<file path="config.mk">
export PLATFORM = sky130hd
export DESIGN_NAME = totp_code_check
export DESIGN_NICKNAME = d
export VERILOG_FILES = /design/src/hw/rtl/totp_pkg.sv /design/src/hw/rtl/totp_sha1_core.sv /design/src/hw/rtl/totp_datapath.sv /design/src/hw/rtl/totp_ctrl.sv /design/src/hw/rtl/totp_code_check.sv
export SDC_FILE = /design/constraint.sdc
export NUM_CORES = 2
export LEC_CHECK = 0
export BUFFER_PORTS_ARGS = -buffer_cell sky130_fd_sc_hd__buf_2
export CAP_MARGIN = 5
export CORE_MARGIN = 4
export CORE_UTILIZATION = 55
export CTS_BUF_LIST = sky130_fd_sc_hd__clkbuf_4 sky130_fd_sc_hd__clkbuf_8
export DETAILED_ROUTE_END_ITERATION = 6
export PLACE_DENSITY_LB_ADDON = 0.12
export SLEW_MARGIN = 30
export SYNTH_ARGS = -nofsm -noshare
export SYNTH_HDL_FRONTEND = slang
export SYNTH_SLANG_ARGS = --single-unit
</file>
<file path="constraint.sdc">
create_clock -name clk -period 18.9 [get_ports clk]
set_input_delay 2.835 -clock clk [delete_from_list [all_inputs] [get_ports clk]]
set_output_delay 2.835 -clock clk [all_outputs]
set_load 0.005 [all_outputs]
</file>
<file path="src/hw/rtl/totp_pkg.sv">
package totp_pkg;

    localparam int DEF_MAX_KEY_BYTES = 20;
    localparam int DEF_MAX_DRIFT     = 15;

    localparam logic [2:0] CFG_KEY_HIGH   = 3'd0;
    localparam logic [2:0] CFG_KEY_MIDDLE = 3'd1;
    localparam logic [2:0] CFG_KEY_LOW    = 3'd2;
    localparam logic [2:0] CFG_KEY_LEN    = 3'd3;
    localparam logic [2:0] CFG_DIGITS     = 3'd4;
    localparam logic [2:0] CFG_STEP       = 3'd5;

    localparam logic [1:0] STATUS_CURRENT = 2'd0;
    localparam logic [1:0] STATUS_WINDOW  = 2'd1;
    localparam logic [1:0] STATUS_NONE    = 2'd2;

    // datapath operations
    localparam logic [2:0] OP_NONE   = 3'd0;
    localparam logic [2:0] OP_LOAD   = 3'd1;
    localparam logic [2:0] OP_DIV    = 3'd2;
    localparam logic [2:0] OP_HMAC   = 3'd3;
    localparam logic [2:0] OP_MOD    = 3'd4;

    typedef struct packed {
        logic [2:0] op;
        logic [1:0] ctr_sel;   // 0 current, 1 minus, 2 plus
        logic [7:0] offset;
    } totp_cmd_t;

    typedef struct packed {
        logic done;
        logic match;
    } totp_sts_t;

    localparam logic [1:0] CTR_CUR   = 2'd0;
    localparam logic [1:0] CTR_MINUS = 2'd1;
    localparam logic [1:0] CTR_PLUS  = 2'd2;

    function automatic logic [31:0] sha1_k(input logic [6:0] r);
        if (r < 7'd20)      sha1_k = 32'h5A827999;
        else if (r < 7'd40) sha1_k = 32'h6ED9EBA1;
        else if (r < 7'd60) sha1_k = 32'h8F1BBCDC;
        else                sha1_k = 32'hCA62C1D6;
    endfunction

    function automatic logic [31:0] sha1_f(input logic [6:0] r, input logic [31:0] b,
                                           input logic [31:0] c, input logic [31:0] d);
        if (r < 7'd20)      sha1_f = (b & c) | (~b & d);
        else if (r < 7'd40) sha1_f = b ^ c ^ d;
        else if (r < 7'd60) sha1_f = (b & c) | (b & d) | (c & d);
        else                sha1_f = b ^ c ^ d;
    endfunction

endpackage

</file>
<file path="src/hw/rtl/totp_sha1_core.sv">
module totp_sha1_core (
    input  logic         clk,
    input  logic         rst_n,
    input  logic         start,
    input  logic [159:0] h_in,
    input  logic [511:0] block,
    output logic         done,
    output logic [159:0] h_out
);
    import totp_pkg::*;

    logic [511:0] w_reg, w_next;
    logic [159:0] v_reg, v_next;
    logic [159:0] h_reg, h_next;
    logic [6:0]   round_reg, round_next;
    logic         run_reg, run_next;
    logic         done_reg, done_next;
    logic [31:0]  a, b, c, d, e, t, wn;

    assign a = v_reg[159:128];
    assign b = v_reg[127:96];
    assign c = v_reg[95:64];
    assign d = v_reg[63:32];
    assign e = v_reg[31:0];

    always_comb
    begin
        wn = w_reg[95:64] ^ w_reg[255:224] ^ w_reg[447:416] ^ w_reg[511:480];
        wn = {wn[30:0], wn[31]};
        t  = {a[26:0], a[31:27]} + sha1_f(round_reg, b, c, d) + e + sha1_k(round_reg)
             + w_reg[511:480];
        w_next     = w_reg;
        v_next     = v_reg;
        h_next     = h_reg;
        round_next = round_reg;
        run_next   = run_reg;
        done_next  = 1'b0;
        if (start)
        begin
            w_next     = block;
            v_next     = h_in;
            h_next     = h_in;
            round_next = '0;
            run_next   = 1'b1;
        end
        else if (run_reg)
        begin
            w_next = {w_reg[479:0], wn};
            v_next = {t, a, {b[1:0], b[31:2]}, c, d};
            if (round_reg == 7'd79)
            begin
                run_next  = 1'b0;
                done_next = 1'b1;
                h_next = {h_reg[159:128] + t, h_reg[127:96] + a,
                          h_reg[95:64] + {b[1:0], b[31:2]},
                          h_reg[63:32] + c, h_reg[31:0] + d};
            end
            else
            begin
                round_next = round_reg + 7'd1;
            end
        end
    end

    always_ff @(posedge clk or negedge rst_n)
    begin
        if (!rst_n)
        begin
            run_reg   <= 1'b0;
            done_reg  <= 1'b0;
            round_reg <= '0;
        end
        else
        begin
            run_reg   <= run_next;
            done_reg  <= done_next;
            round_reg <= round_next;
        end
    end

    always_ff @(posedge clk)
    begin
        w_reg <= w_next;
        v_reg <= v_next;
        h_reg <= h_next;
    end

    assign done  = done_reg;
    assign h_out = h_reg;

endmodule

</file>
<file path="src/hw/rtl/totp_datapath.sv">
module totp_datapath #(
    parameter int MAX_KEY_BYTES = totp_pkg::DEF_MAX_KEY_BYTES
) (
    input  logic                clk,
    input  logic                rst_n,
    input  totp_pkg::totp_cmd_t cmd,
    input  logic [63:0]         key_word_high,
    input  logic [63:0]         key_word_middle,
    input  logic [31:0]         key_word_low,
    input  logic [4:0]          key_length_bytes,
    input  logic [3:0]          code_digits,
    input  logic [15:0]         step_seconds,
    input  logic [39:0]         time_seconds,
    input  logic [29:0]         user_code,
    output totp_pkg::totp_sts_t sts,
    output logic [29:0]         code
);
    import totp_pkg::*;

    localparam int LIM = (MAX_KEY_BYTES < 20) ? MAX_KEY_BYTES : 20;
    localparam logic [4:0] LIM5 = 5'(LIM);

    logic [159:0] key_reg, key_next;
    logic [29:0]  user_reg;
    logic [29:0]  mod_reg, mod_next;
    // restoring divider
    logic [39:0]  quo_reg, quo_next;
    logic [16:0]  rem_reg, rem_next;
    logic [15:0]  div_reg, div_next;
    logic [63:0]  ctr_reg, ctr_next;
    logic [63:0]  hctr_reg, hctr_next;
    logic [5:0]   cnt_reg, cnt_next;
    // hmac sequencing: 0 ipad blk, 1 ctr blk, 2 opad blk, 3 final blk
    logic [2:0]   phase_reg, phase_next;
    logic         busy_reg, busy_next;
    logic         done_reg, done_next;
    logic         match_reg, match_next;
    logic [159:0] ih_reg, ih_next;
    logic [30:0]  bin_reg, bin_next;
    logic [29:0]  cur_reg, cur_next;

    logic         core_start;
    logic [159:0] core_hin;
    logic [511:0] core_blk;
    logic         core_done;
    logic [159:0] core_hout;
    logic [511:0] key_pad;
    logic [159:0] key_all;
    logic [159:0] mac;
    logic [3:0]   off;
    logic [31:0]  sel;
    logic [16:0]  rtry;

    localparam logic [159:0] H0 = 160'h67452301EFCDAB8998BADCFE10325476C3D2E1F0;

    totp_sha1_core u_core (
        .clk   (clk),
        .rst_n (rst_n),
        .start (core_start),
        .h_in  (core_hin),
        .block (core_blk),
        .done  (core_done),
        .h_out (core_hout)
    );

    always_comb
    begin
        key_pad = {key_reg, 352'd0};
        key_all = {key_word_high, key_word_middle, key_word_low};
        mac     = core_hout;
        off     = mac[3:0];
        sel     = mac[159 - 8*off -: 32];
        rtry    = {rem_reg[15:0], quo_reg[39]};
        key_next = key_reg; mod_next = mod_reg; quo_next = quo_reg; rem_next = rem_reg;
        div_next = div_reg; ctr_next = ctr_reg; hctr_next = hctr_reg; cnt_next = cnt_reg;
        phase_next = phase_reg; busy_next = busy_reg; done_next = 1'b0;
        match_next = match_reg; ih_next = ih_reg; bin_next = bin_reg;
        cur_next = cur_reg;
        core_start = 1'b0; core_hin = H0; core_blk = key_pad ^ {64{8'h36}};
        // while done is high the controller still shows the finished command
        case (done_reg ? OP_NONE : cmd.op)
            OP_LOAD:
            begin
                for (int i = 0; i < 20; i++)
                    key_next[159 - 8*i -: 8] = (5'(i) < key_length_bytes && 5'(i) < LIM5)
                        ? key_all[159 - 8*i -: 8]
                        : 8'h00;
                case (code_digits)
                    4'd0, 4'd1: mod_next = 30'd10;
                    4'd2:       mod_next = 30'd100;
                    4'd3:       mod_next = 30'd1000;
                    4'd4:       mod_next = 30'd10000;
                    4'd5:       mod_next = 30'd100000;
                    4'd6:       mod_next = 30'd1000000;
                    4'd7:       mod_next = 30'd10000000;
                    4'd8:       mod_next = 30'd100000000;
                    default:    mod_next = 30'd1000000000;
                endcase
                quo_next = time_seconds;
                rem_next = '0;
                div_next = (step_seconds == 16'd0) ? 16'd1 : step_seconds;
                cnt_next = '0;
                done_next = 1'b1;
            end
            OP_DIV:
            begin
                quo_next = {quo_reg[38:0], rtry >= {1'b0, div_reg}};
                rem_next = (rtry >= {1'b0, div_reg}) ? rtry - {1'b0, div_reg} : rtry;
                cnt_next = cnt_reg + 6'd1;
                if (cnt_reg == 6'd39)
                begin
                    done_next = 1'b1;
                    ctr_next = {24'd0, quo_next};
                end
            end
            OP_HMAC:
            begin
                if (!busy_reg)
                begin
                    case (cmd.ctr_sel)
                        CTR_MINUS: hctr_next = ctr_reg - {56'd0, cmd.offset};
                        CTR_PLUS:  hctr_next = ctr_reg + {56'd0, cmd.offset};
                        default:   hctr_next = ctr_reg;
                    endcase
                    busy_next = 1'b1;
                    phase_next = 3'd0;
                    core_start = 1'b1;
                end
                else if (core_done)
                begin
                    phase_next = phase_reg + 3'd1;
                    case (phase_reg)
                        3'd0:
                        begin
                            ih_next = core_hout;
                            core_start = 1'b1; core_hin = core_hout;
                            core_blk = {hctr_reg, 8'h80, 376'd0, 64'd576};
                        end
                        3'd1:
                        begin
                            ih_next = core_hout;
                            core_start = 1'b1; core_hin = H0;
                            core_blk = key_pad ^ {64{8'h5C}};
                        end
                        3'd2:
                        begin
                            core_start = 1'b1; core_hin = core_hout;
                            core_blk = {ih_reg, 8'h80, 280'd0, 64'd672};
                        end
                        default:
                        begin
                            bin_next = sel[30:0];
                            busy_next = 1'b0;
                            done_next = 1'b1;
                        end
                    endcase
                end
            end
            OP_MOD:
            begin
                // repeated subtraction by shifted modulus
                if (!busy_reg)
                begin
                    busy_next = 1'b1;
                    cnt_next = 6'd31;
                end
                else
                begin
                    if (({1'b0, bin_reg} >> cnt_reg[4:0]) >= {2'b0, mod_reg})
                        bin_next = bin_reg - 31'({1'b0, mod_reg} << cnt_reg[4:0]);
                    if (cnt_reg == 6'd0)
                    begin
                        busy_next = 1'b0;
                        done_next = 1'b1;
                        match_next = (bin_next[29:0] == user_reg);
                        if (cmd.ctr_sel == CTR_CUR && cmd.offset == 8'd0)
                            cur_next = bin_next[29:0];
                    end
                    else
                        cnt_next = cnt_reg - 6'd1;
                end
            end
            default: ;
        endcase
    end

    always_ff @(posedge clk or negedge rst_n)
    begin
        if (!rst_n)
        begin
            busy_reg <= 1'b0; done_reg <= 1'b0; phase_reg <= '0; cnt_reg <= '0;
            match_reg <= 1'b0;
        end
        else
        begin
            busy_reg <= busy_next; done_reg <= done_next; phase_reg <= phase_next;
            cnt_reg <= cnt_next; match_reg <= match_next;
        end
    end

    always_ff @(posedge clk)
    begin
        key_reg <= key_next; mod_reg <= mod_next; quo_reg <= quo_next; rem_reg <= rem_next;
        div_reg <= div_next; ctr_reg <= ctr_next; hctr_reg <= hctr_next; ih_reg <= ih_next;
        bin_reg <= bin_next; cur_reg <= cur_next;
        if (cmd.op == OP_LOAD)
            user_reg <= user_code;
    end

    assign sts.done  = done_reg;
    assign sts.match = match_reg;
    assign code      = cur_reg;

endmodule

</file>
<file path="src/hw/rtl/totp_ctrl.sv">
module totp_ctrl #(
    parameter int MAX_DRIFT = totp_pkg::DEF_MAX_DRIFT
) (
    input  logic                clk,
    input  logic                rst_n,
    input  logic                start,
    input  logic [3:0]          drift_steps,
    input  totp_pkg::totp_sts_t sts,
    output totp_pkg::totp_cmd_t cmd,
    output logic                busy,
    output logic                result_valid,
    output logic [1:0]          match_status
);
    import totp_pkg::*;

    localparam logic [2:0] S_IDLE = 3'd0;
    localparam logic [2:0] S_LOAD = 3'd1;
    localparam logic [2:0] S_DIV  = 3'd2;
    localparam logic [2:0] S_HMAC = 3'd3;
    localparam logic [2:0] S_MOD  = 3'd4;
    localparam logic [2:0] S_DONE = 3'd5;
    localparam logic [7:0] MAXD = 8'(MAX_DRIFT);

    logic [2:0] state_reg, state_next;
    logic [7:0] drift_reg, drift_next;
    logic [7:0] off_reg, off_next;
    logic [1:0] sel_reg, sel_next;
    logic [1:0] status_reg, status_next;
    logic [7:0] din;

    always_comb
    begin
        din = {4'd0, drift_steps};
        state_next = state_reg; drift_next = drift_reg; off_next = off_reg;
        sel_next = sel_reg; status_next = status_reg;
        cmd.op = OP_NONE; cmd.ctr_sel = sel_reg; cmd.offset = off_reg;
        case (state_reg)
            S_IDLE:
                if (start)
                begin
                    // inputs are taken at the accepting edge
                    cmd.op = OP_LOAD;
                    drift_next = (din > MAXD) ? MAXD : din;
                    off_next = '0; sel_next = CTR_CUR; status_next = STATUS_NONE;
                    state_next = S_LOAD;
                end
            S_LOAD:
            begin
                if (sts.done) state_next = S_DIV;
            end
            S_DIV:
            begin
                cmd.op = OP_DIV;
                if (sts.done) state_next = S_HMAC;
            end
            S_HMAC:
            begin
                cmd.op = OP_HMAC;
                if (sts.done) state_next = S_MOD;
            end
            S_MOD:
            begin
                cmd.op = OP_MOD;
                if (sts.done)
                begin
                    if (sts.match)
                        status_next = (sel_reg == CTR_CUR) ? STATUS_CURRENT : STATUS_WINDOW;
                    if (sts.match || (off_reg >= drift_reg && sel_reg != CTR_MINUS))
                        state_next = S_DONE;
                    else
                    begin
                        state_next = S_HMAC;
                        if (sel_reg == CTR_MINUS) sel_next = CTR_PLUS;
                        else
                        begin
                            sel_next = CTR_MINUS;
                            off_next = off_reg + 8'd1;
                        end
                    end
                end
            end
            S_DONE: state_next = S_IDLE;
            default: state_next = S_IDLE;
        endcase
    end

    always_ff @(posedge clk or negedge rst_n)
    begin
        if (!rst_n)
        begin
            state_reg <= S_IDLE; drift_reg <= '0; off_reg <= '0; sel_reg <= CTR_CUR;
            status_reg <= STATUS_NONE;
        end
        else
        begin
            state_reg <= state_next; drift_reg <= drift_next; off_reg <= off_next;
            sel_reg <= sel_next; status_reg <= status_next;
        end
    end

    assign busy         = (state_reg != S_IDLE);
    assign result_valid = (state_reg == S_DONE);
    assign match_status = status_reg;

`ifndef SYNTHESIS
    a_done_from_mod: assert property (@(posedge clk) disable iff (!rst_n)
        state_reg == S_DONE |-> $past(state_reg) == S_MOD) else $error("bad done");
    a_off_bound: assert property (@(posedge clk) disable iff (!rst_n)
        off_reg <= drift_reg || state_reg == S_IDLE) else $error("offset past drift");
    a_idle_next: assert property (@(posedge clk) disable iff (!rst_n)
        state_reg == S_DONE |=> state_reg == S_IDLE) else $error("done not one cycle");
`endif

endmodule

</file>
<file path="src/hw/rtl/totp_code_check.sv">
// TOTP checker (HMAC-SHA1). Pulse start while busy is low; the result word appears
// on current_code/match_status for one cycle with result_valid, and must be taken
// then: the receiver cannot stall. A check runs the key load and step division,
// then per HMAC four 80-round SHA-1 blocks on one shared round unit plus a 32-step
// modulo, for up to 2*drift+1 HMACs. The user must write configuration only while
// busy is low; the block itself does not enforce it.
module totp_code_check #(
    parameter int MAX_KEY_BYTES = totp_pkg::DEF_MAX_KEY_BYTES,
    parameter int MAX_DRIFT     = totp_pkg::DEF_MAX_DRIFT
) (
    input  logic        clk,
    input  logic        rst_n,
    input  logic        cfg_valid,
    output logic        cfg_ready,
    input  logic [2:0]  cfg_index,
    input  logic [63:0] cfg_data,
    input  logic        start,
    output logic        busy,
    input  logic [39:0] time_seconds,
    input  logic [29:0] user_code,
    input  logic [3:0]  drift_steps,
    output logic        result_valid,
    output logic [29:0] current_code,
    output logic [1:0]  match_status
);
    import totp_pkg::*;

    logic [63:0] key_high_reg, key_mid_reg;
    logic [31:0] key_low_reg;
    logic [4:0]  key_len_reg;
    logic [3:0]  digits_reg;
    logic [15:0] step_reg;
    totp_cmd_t   cmd;
    totp_sts_t   sts;

    assign cfg_ready = 1'b1;

    always_ff @(posedge clk or negedge rst_n)
    begin
        if (!rst_n)
        begin
            key_high_reg <= '0; key_mid_reg <= '0; key_low_reg <= '0;
            key_len_reg <= 5'd20; digits_reg <= 4'd6; step_reg <= 16'd30;
        end
        else if (cfg_valid)
        begin
            case (cfg_index)
                CFG_KEY_HIGH:   key_high_reg <= cfg_data;
                CFG_KEY_MIDDLE: key_mid_reg  <= cfg_data;
                CFG_KEY_LOW:    key_low_reg  <= cfg_data[31:0];
                CFG_KEY_LEN:    key_len_reg  <= cfg_data[4:0];
                CFG_DIGITS:     digits_reg   <= cfg_data[3:0];
                CFG_STEP:       step_reg     <= cfg_data[15:0];
                default: ;
            endcase
        end
    end

    totp_ctrl #(.MAX_DRIFT(MAX_DRIFT)) u_ctrl (
        .clk(clk), .rst_n(rst_n), .start(start), .drift_steps(drift_steps),
        .sts(sts), .cmd(cmd), .busy(busy), .result_valid(result_valid),
        .match_status(match_status)
    );

    totp_datapath #(.MAX_KEY_BYTES(MAX_KEY_BYTES)) u_dp (
        .clk(clk), .rst_n(rst_n), .cmd(cmd),
        .key_word_high(key_high_reg), .key_word_middle(key_mid_reg),
        .key_word_low(key_low_reg), .key_length_bytes(key_len_reg),
        .code_digits(digits_reg), .step_seconds(step_reg),
        .time_seconds(time_seconds), .user_code(user_code),
        .sts(sts), .code(current_code)
    );

endmodule
</file>
==> reports/qor.txt <==
CLOCKING
--------------------------------------------------------------------------------------------------------
Clock buffer depth                                                                                     4
CTS Sinks                                                                                           1644
Post-CTS clock slew at the launch and capture registers of the worst setup and hold paths        0.06 ns
CTS resizes                                                                                            0
Master cell of the clock root buffer                                                        sky130_fd_sc_hd__clkbuf_8
Insertion delay of the later-clocked pin in the worst-skew pair                                  1.06 ns
Clock tree from TritonCTS                                                                            yes
Post CTS Setup Buffer Count                                                                            0
H-tree levels                                                                                          5
TritonCTS Buffers                                                                                    299
# hold bufs at CTS                                                                                     0

SETUP PATH
--------------------------------------------------------------------------------------------------------
Kind of end point of the critical path                                                         flip-flop
Max Fanout on Critical Path                                                                           22
Required time reported for the critical path endpoint                                           19.66 ns
Worst setup SP type                                                                            flip-flop
Critical Path Stages                                                                                  33
Worst-case register-to-register setup slack                                                     10.37 ns
Peak per-stage delay on the critical path                                                        0.62 ns
Cell with the largest stage delay on the worst path                                         sky130_fd_sc_hd__clkinv_1
Path type of the worst setup path                                                           flip-flop to flip-flop
Worst reg2reg path depth                                                                              33
Buf/Inv on CP                                                                                          5
Kind of cell with the highest combined delay on the critical path                           compound AO/OA/AOI/OAI gates
Arrival time at the worst endpoint                                                               9.29 ns

STA
--------------------------------------------------------------------------------------------------------
Final count of negative-setup-slack endpoints                                                          0
Hold Fails Final Rpt                                                                                   0
Final Max Tran Viols                                                                                   0
Max-slew headroom at the worst pin                                                                24.45%
Unrepaired setup endpoints after global routing                                                       no
Fmax                                                                                           117.2 MHz
Setup skew after layout                                                                       0.08774 ns
Share of the cycle needed by the critical path after routing                                      45.15%
Final period demand of the worst path                                                           8.533 ns
Total Neg Setup Slack                                                                               0 ns
Actual slew at the worst max-slew pin                                                           1.133 ns

DETAILED ROUTING
--------------------------------------------------------------------------------------------------------
Count of unresolved DRC violations after routing                                                       0
Number of nets with antenna violations after routing                                                   0
Total Routed Length                                                                            323700 um
Post-detailed-route wirelength per cell                                                         29.57 um
Iteration count of the initial detailed-routing pass                                                   6
Count of routing violations after the opening detailed-route iteration                              9108
Detailed-route via count                                                                           70540
Post-detailed-route via-to-cell ratio                                                              6.443

FINAL LAYOUT
--------------------------------------------------------------------------------------------------------
# fillers                                                                                          13600
Post-route cell area                                                                        0.1008 sq mm
Share of final-layout standard cells stronger than drive strength 1                               13.55%
Area occupied by multi-input gates                                                          0.04046 sq mm
Number of nets in the layout                                                                        9105
Seq. cell area                                                                              0.04826 sq mm
Flip-flop count of the largest register after layout                                                 512
Layout overhead on the synthesized area                                                           10.17%

RUN
--------------------------------------------------------------------------------------------------------
MaxCap Viol Count                                                                                      0

LOGIC SYNTHESIS
--------------------------------------------------------------------------------------------------------
Number of nets in the synthesized netlist                                                           8976
Synth Area per Inst                                                                          10.91 sq um
Fraction of registers with async set or reset after synthesis                                     13.69%
Cell area after synthesis                                                                   0.09152 sq mm
EDFF count, synth                                                                                   1419
Most used DFF post-synth                                                                    sky130_fd_sc_hd__edfxtp_1
Post-synth cell types                                                                                 96
Cell count after synthesis                                                                          8390
Sequential fraction of the synthesis area                                                         52.72%
Post-synthesis register bit count                                                                   1644
Syn. warnings                                                                                          0

POWER
--------------------------------------------------------------------------------------------------------
Combinational cell fraction of total power                                                          3.6%
Share of total power in the clock network                                                          44.4%
Internal                                                                                         6103 uW
Leak pwr                                                                                      0.04043 uW
Peak supply drop                                                                            0.00007172 V
Overall power consumption                                                                        7833 uW
Power density of the placed cells                                                           77.69 mW/mm^2
NetSw                                                                                            1730 uW
Sequential power share                                                                             52.0%
Switching Fraction                                                                                22.09%

DIE
--------------------------------------------------------------------------------------------------------
Core ar.                                                                                    0.1652 sq mm
Chip Width                                                                                      415.9 um
Std-Cell Rows                                                                                        149
Die height                                                                                      415.9 um
Total I/O pin count                                                                                  180
Total die area                                                                              0.1730 sq mm
Initial core utilization                                                                          55.41%

GLOBAL ROUTING
--------------------------------------------------------------------------------------------------------
Overflow left after global routing                                                                     0
Global-route usage over all layers                                                                36.75%
Pin count of the biggest net entering global routing                                                 163
Initial antenna violation count                                                                       40
Vias in the first global route                                                                     67130
Global-route wire length before repair                                                         464900 um

PLACED DESIGN
--------------------------------------------------------------------------------------------------------
Final RePlAce weighted congestion                                                                 0.9934
Number of buffers inserted by port buffering                                                         178
HPWL after detailed placement                                                                  231800 um
Total cell area at the placement stage                                                      0.09463 sq mm

WORST HOLD PATH
--------------------------------------------------------------------------------------------------------
Min-Delay Path Class                                                                        flip-flop to flip-flop
Hold depth                                                                                             0

RUN STATUS
--------------------------------------------------------------------------------------------------------
Outcome                                                                                     finished, final reports clean

==> cell type report <==
| type | instances | share of cell area, % |
|---|---|---|
| Antenna cell | 20 | 0.04964 |
| Clock buffer | 436 | 5.319 |
| Clock inverter | 86 | 0.6465 |
| Inverter | 338 | 1.260 |
| Multi-Input combinational cell | 5934 | 40.13 |
| Sequential cell | 1644 | 47.86 |
| Tap cell | 2189 | 2.716 |
| Timing Repair Buffer | 302 | 2.023 |
==> cells in the final DEF (no fill, tap or decap), types with 64 or more instances in the layout <==
master	netlist	final
sky130_fd_sc_hd__nand2_1	1162	1158
sky130_fd_sc_hd__clkbuf_8	0	334
sky130_fd_sc_hd__nor3_1	112	108
sky130_fd_sc_hd__xnor2_1	204	204
sky130_fd_sc_hd__buf_4	2	105
sky130_fd_sc_hd__a21o_1	142	142
sky130_fd_sc_hd__o211ai_1	68	68
sky130_fd_sc_hd__a211oi_1	103	102
sky130_fd_sc_hd__dfrtp_1	216	214
sky130_fd_sc_hd__nor2b_1	144	141
sky130_fd_sc_hd__fa_1	128	128
sky130_fd_sc_hd__a21oi_1	488	484
sky130_fd_sc_hd__edfxtp_1	1419	1419
sky130_fd_sc_hd__a221o_1	64	64
sky130_fd_sc_hd__xor2_1	132	132
sky130_fd_sc_hd__o21ai_0	508	506
sky130_fd_sc_hd__mux2i_1	198	198
sky130_fd_sc_hd__mux4_2	72	72
sky130_fd_sc_hd__ha_1	313	313
sky130_fd_sc_hd__clkbuf_4	0	102
sky130_fd_sc_hd__nand3_1	114	113
sky130_fd_sc_hd__buf_2	4	178
sky130_fd_sc_hd__nor2_1	768	760
sky130_fd_sc_hd__mux2_2	223	223
sky130_fd_sc_hd__inv_1	335	332
sky130_fd_sc_hd__and2_1	183	182
==> Yosys cell counts (all sizes together) (27+ instances only) <==
master  number  area share [%]
o21ai      511             2.8
a211oi     103            0.84
o22ai       37            0.25
buf         66            0.29
and2       185             1.3
nand3      114            0.62
nor2       769             3.2
o221ai      42            0.40
a221o       64            0.70
ha         313             4.3
o21a        58            0.48
a21o       142             1.2
nand4       34            0.23
and3        51            0.35
a221oi      61            0.58
nand2     1163             4.8
inv        337             1.4
a22o        39            0.37
edfxtp    1419              47
a21oi      488             2.7
nor3       112            0.61
o211ai      68            0.56
xor2       132             1.3
mux2       223             2.7
clkbuf     408             1.7
dfrtp      216             5.9
a31oi       47            0.32
a22oi       43            0.35
xnor2      204             2.0
mux4        72             1.8
fa         128             2.8
o31ai       33            0.27
mux2i      198             2.2
nand2b      42            0.29
o21bai      27            0.23
nor2b      144            0.98
==> through the flow <==
| stage | std cells | utilization [%] | hold WS (ns) | setup WS [ns] |
|---|---|---|---|---|
| 6_report | 10950 | 61.04 | 0.4368 | 10.37 |
| 5_1_grt | 10930 | 61.02 | 0.4556 | 9.812 |
| 4_1_cts | 10920 | 60.93 | 0.4358 | 10.50 |
| 3_5_place_dp | 10400 | 57.29 | 0.4389 | 10.55 |
| 3_3_place_gp | 10400 | 57.23 | 0.4356 | 10.60 |
| 2_1_floorplan | 8390 | - | 0.4262 | 0.6486 |
==> path summary, 6_finish.rpt <==
kind / from / to
setup / recovery: u_dp.u_core.round_reg[4] / u_dp.u_core.h_out[159]
hold / removal: u_dp.quo_reg[13] / u_dp.ctr_reg[14]
setup reg to reg: u_dp.u_core.round_reg[4] / u_dp.u_core.h_out[159]
hold reg to reg: u_dp.quo_reg[13] / u_dp.ctr_reg[14]
max in group asynchronous: rst_n / key_high_reg[63]
min in group asynchronous: rst_n / u_ctrl.drift_reg[1]
==> per-layer routing <==
metal	routed length, um	vias to the layer above	track usage (%)
met4	25760	12	24.72
li1	-	30860	-
met2	140200	3903	54.30
met1	127000	34890	49.45
met5	88	-	0
met3	30710	883	7.160
==> power by group through the flow <==
stage / clock (uW) / sequential [uW] / combinational, uW
global route: 3690 / 4090 / 302
global placement: 0 / 4140 / 269
floorplan: 0 / 4120 / 183
finish: 3480 / 4080 / 278
CTS: 3520 / 4080 / 277
detailed placement: 0 / 4150 / 276
==> logic make-up (layout without fill, tap and decap cells) <==
family	after synthesis	after routing	synth area share, %
simple gates	2723	2723	13.16
xor+xnor	337	337	3.240
buf+inv	812	1162	3.352
compound gates	1939	1939	13.76
other cells	1	21	0.004097
fa+ha+maj	441	441	7.079
flops	1644	1644	52.72
mux	493	493	6.681
No activity file was read; power rests on OpenSTA's default activity.
